[config.mk]
export PLATFORM = sky130hd
export DESIGN_NAME = pcat_share_div
export DESIGN_NICKNAME = d
export VERILOG_FILES = /design/src/rtl/pcat_pkg.sv /design/src/rtl/pcat_share_div.sv
export SDC_FILE = /design/constraint.sdc
export NUM_CORES = 1
export LEC_CHECK = 0
export BUFFER_PORTS_ARGS = -buffer_cell sky130_fd_sc_hd__buf_2
export CORE_MARGIN = 3
export CORE_UTILIZATION = 50
export DETAILED_ROUTE_END_ITERATION = 7
export GPL_ROUTABILITY_DRIVEN = 0
export HOLD_SLACK_MARGIN = 0.02
export PLACE_DENSITY = 0.72
export SLEW_MARGIN = 0
export SYNTH_ARGS = -nofsm -noshare
export SYNTH_HDL_FRONTEND = slang
export SYNTH_SLANG_ARGS = --single-unit
[constraint.sdc]
create_clock -name clk -period 2.5 [get_ports clk]
set_input_delay 0.125 -clock clk [delete_from_list [all_inputs] [get_ports clk]]
set_output_delay 0.125 -clock clk [all_outputs]
set_load 0.05 [all_outputs]
[src/rtl/pcat_pkg.sv]
`timescale 1ns / 1ps
// constants shared by the pitch class activity tracker modules
// no dependencies

package pcat_pkg;

  localparam int unsigned NCLASS = 12;
  localparam int unsigned CLS_W = 4;
  localparam logic [CLS_W-1:0] LAST_CLS = 4'd11;

  // activity is unsigned Q11.16, clamped at 1024.0
  localparam int unsigned ACT_W = 27;
  localparam logic [ACT_W-1:0] ACT_MAX = 27'd67108864;

  // decay factor in Q1.16, built from powers of e^(-1/2000) in Q0.32
  localparam int unsigned F_W = 17;
  localparam logic [F_W-1:0] F_ONE = 17'd65536;
  localparam int unsigned DT_BITS = 15;
  localparam logic [31:0] DT_LIMIT = 32'd32768;
  localparam logic [31:0] DECAY_BASE = 32'd4292820349;
  localparam logic [31:0] HALF_Q32 = 32'h8000_0000;
  localparam logic [15:0] HALF_Q16 = 16'h8000;

  localparam int unsigned LVL_W = 8;
  localparam int unsigned SHARE_W = 16;
  localparam logic [SHARE_W-1:0] SHARE_MAX = 16'hFFFF;

  localparam logic [15:0] INTERVAL_RST = 16'd100;

endpackage

[src/rtl/pcat_share_div.sv]
`timescale 1ns / 1ps
// radix-2 restoring divider for the count share, one quotient bit per cycle
// depends on pcat_pkg

module pcat_share_div #(
  parameter int unsigned W = 36
) (
  input  logic                         clk,
  input  logic                         rst_n,
  input  logic                         start,
  input  logic [W-1:0]                 num,
  input  logic [W-1:0]                 den,
  output logic                         done,
  output logic [pcat_pkg::SHARE_W-1:0] quo
);
  import pcat_pkg::*;

  localparam int unsigned STEP_W = $clog2(SHARE_W);
  localparam logic [STEP_W-1:0] LAST_STEP = STEP_W'(SHARE_W - 1);

  logic              busy_r;
  logic              done_r;
  logic              sat_r;
  logic [STEP_W-1:0] step_r;
  logic [W-1:0]      rem_r;
  logic [W-1:0]      den_r;
  logic [SHARE_W-1:0] q_r;
  logic [W:0]        rem2;
  logic              take;

  assign rem2 = {rem_r, 1'b0};
  assign take = rem2 >= {1'b0, den_r};

  always_ff @(posedge clk) begin
    if (!rst_n) begin
      busy_r <= 1'b0;
      done_r <= 1'b0;
      step_r <= '0;
    end else begin
      done_r <= 1'b0;
      if (start) begin
        busy_r <= 1'b1;
        step_r <= '0;
      end else if (busy_r) begin
        step_r <= step_r + 1'b1;
        if (step_r == LAST_STEP) begin
          busy_r <= 1'b0;
          done_r <= 1'b1;
        end
      end
    end
  end

  always_ff @(posedge clk) begin
    if (start) begin
      rem_r <= num;
      den_r <= den;
      sat_r <= num >= den;
      q_r   <= '0;
    end else if (busy_r) begin
      if (take) begin
        rem_r <= W'(rem2 - {1'b0, den_r});
        q_r   <= {q_r[SHARE_W-2:0], 1'b1};
      end else begin
        rem_r <= rem2[W-1:0];
        q_r   <= {q_r[SHARE_W-2:0], 1'b0};
      end
    end
  end

  assign done = done_r;
  assign quo  = sat_r ? SHARE_MAX : q_r;

endmodule

==> reports/results.txt <==
status = finished, violations left
failing checks = negative setup slack
Static Leak = 4.64 nW
root buffer cell = clkbuf_16
P per Cell Area = 855 nW/um^2
P_int = 5.29 mW
vias in the first global route = 7219
Req. time, crit path = 2620 ps
I/O Pins = 92
register clock-pin slew on the reported worst setup and hold paths = 80 ps
largest net degree at the start of global routing = 54
Inst Count DP = 1122
Cells after Synth = 772
Yosys top cell area share = 30.0%
Vias/cell = 5.92
Reg power frac = 24.5%
Mapped Area = 7310 um^2
final instance area = 10500 um^2
adder-cell share of the synthesized area = 12.8%
core area = 14100 um^2
Yosys top cell by area = edfxtp_1
Hold Crit Class = primary input to register
max-cap violation count = 0
Net Count, Synth = 921
total track usage = 26.5%
final worst path period share = 116%
Comb pwr share = 59.5%
die area = 16100 um^2
syn_area_per_cell = 9.47 um^2
share of post-route cells with drive strength above 1 = 37.4%
maximum VDD drop = 0.501 mV
Die Y = 127 um
multiplexer share of the synthesized area = 2.19%
clock group share of total power = 16.1%
RSZ-0062 raised after global routing = yes
Area Growth Syn to Fin = 44.1%
crit path cell chain = ha_4 -> o211ai_1 -> a21o_1 -> a21o_1 -> a211o_1 -> a21oi_2 -> o21ai_4 -> and2_4 -> buf_12 -> a221o_1
Seq cells post-synth = 95
first-pass GRT wire length = 34.8 mm
DR WL/cell = 18.8 um
die width = 127 um
dpl cell area = 8800 um^2
simple-gate share of the synthesized area = 17.1%
number of synthesized flops with an enable pin = 73
register area share after synthesis = 36.0%
synth unique cells = 61
critical path class = register to register
final setup fails = 37
CTS tree = built
async set-reset flop share out of synthesis = 0%
antenna violations before repair = 0
Crit. End Element = register
Startpoint Class = register
yosys warns = 0
Initial Utilization = 51.8%
RR Startpoint = rem_r[3]$_DFFE_PP_
Design Power = 9.00 mW
HP Start = num[25]
First-pass DRT Iterations = 8
switching share of power = 41.2%
clock tree sinks = 95
DRC = 0
Fmax = 0.345 GHz
dpl ws = -634 ps
Final Hold Vio Count = 0
H-tree depth = 3
fin. max-slew vios = 0
Detailed Route WL = 22.8 mm
Setup Skew = 9.92 ps
clock period minus worst slack = 2900 ps
row count = 43
WP data arrival = 3020 ps
start point of the critical path = rem_r[3]$_DFFE_PP_
Antenna Violating Nets Remaining = 0
Post-Synth XOR/XNOR Area = 3.95%
GR Overflow Total = 0
setup ws final = -397 ps
commonest cells in the netlist = inv_1, edfxtp_1, ha_1
Synth Flop Type = edfxtp_1
Slew headroom = 53.8%
Finished Layout Cells = 1211
Max FO, Critical Path = 14
clock buffer depth = 2
vias = 7171
HPWL after DPL = 14.7 mm
top-count cell post-synth = inv_1
Diodes inserted = 0
Critical-path top delay cell = edfxtp_1
# nets final = 1175
Final Core Density = 74.7%
complex-gate fraction of the synthesized area = 21.6%
max incr delay on CP = 440 ps
Crit path top cell by count = a21o_1
total CTS buffers = 9
sw power = 3.71 mW
IO buf count = 91
Clock Latency Late Sink = 370 ps
largest family of logic cells by synthesized area = compound AO/OA/AOI/OAI gates
initial DRC count = 679
worst slew pin tran = 693 ps
top cells by area, synth = edfxtp_1, ha_1, dfxtp_1
[cell usage in the layout (no fill, tap or decap), drive strengths merged, types with 6 or more instances in the layout]
master       netlist  layout
a21oi             54      54
nand3             11      11
nor2b             19      19
a211oi             9       9
a21o              31      31
ha                73      73
a31oi              6       6
o31ai              7       7
or2               18      18
clkbuf            21       9
o21ai             31      31
xor2              21      21
inv               82      86
nor2              46      46
buf               13     240
mux2i             16      16
nand4             13      13
nand2             54      54
o211ai             6       6
nand4b            23      23
and3               8       8
edfxtp            73      73
o311ai            22      22
nor3               9       9
nand2b            13      13
a32oi              7       7
dfxtp             22      22
xnor2             12      12
dlygate4sd3        0      37
[critical path: cells and delay by family, from the launching register on]
family                   cells  cell delay, ps
flip-flops                   1             440
AND/OR/NAND/NOR              1             220
AO/OA/AOI/OAI                7            1500
adder cells (fa/ha/maj)      1             330
buffers and inverters        1             150
[area by class of cell]
type	count	area (um^2)
well taps	180	225
repair buffers	277	2050
inverters	82	308
clock buffers	9	225
clock inverters	7	81.3
fillers	948	3570
multi-input cells	561	5000
flip-flops and latches	95	2630
[worst paths after layout]
check | to | slack [ps] | cells past startpoint
max | rem_r[22]$_DFFE_PP_ | -400 | 10
min | rem_r[25]$_DFFE_PP_ | 70 | 3
max reg2reg | rem_r[22]$_DFFE_PP_ | -400 | 10
min reg2reg | q_r[13]$_SDFFE_PP0P_ | 520 | 2
[power groups by stage]
stage | Sequential (mW) | Combinational, mW | Clock, mW
2_1_floorplan | 2.14 | 2.55 | 0
3_3_place_gp | 2.17 | 3.92 | 0
6_report | 2.20 | 5.35 | 1.45
3_5_place_dp | 2.18 | 4.02 | 0
4_1_cts | 2.18 | 4.82 | 1.45
5_1_grt | 2.22 | 5.70 | 1.52
[timing repair]
item                       CTS  global route
hold endpoints to repair    37             0
cloned                       1             0
resized for setup           85            52
pin swaps                   36            37
hold buffers                37             0
setup endpoints to repair   37            38
setup buffers               27            11
[sequential cells by signal, summed over array words and instances (netlist names)]
name / count
den_r: 36
sat_r: 1
q_r: 16
step_r: 4
rem_r: 36
busy_r: 1
done: 1
[stage by stage]
| step | hold WS, ps | setup TNS (ps) |
|---|---|---|
| detailed placement | 318 | -7910 |
| floorplan | 224 | -1850 |
| finish | 68.9 | -10230 |
| global placement | 316 | -4330 |
| global route | 88.8 | -12120 |
| CTS | 67.8 | -4150 |
[logic make-up after synthesis]
family | Yosys count
AOI/OAI and AO/OA | 207
adders and majority gates | 74
and+or+nand+nor | 231
muxes | 16
xor gates and xnor gates | 33
buffers and inverters | 116
DFF | 95
[routing by layer]
| layer | share of wire (%) | GRT usage, % | vias up | wire, um |
|---|---|---|---|---|
| li1 | - | - | 3357 | - |
| met1 | 41 | 33.6 | 3454 | 9410 |
| met2 | 50 | 45.1 | 304 | 11300 |
| met3 | 6.5 | 5.35 | 56 | 1480 |
| met4 | 2.6 | 9.27 | 0 | 590 |
| met5 | 0 | 0 | - | 0 |
Power figures use the tool's default switching activity.
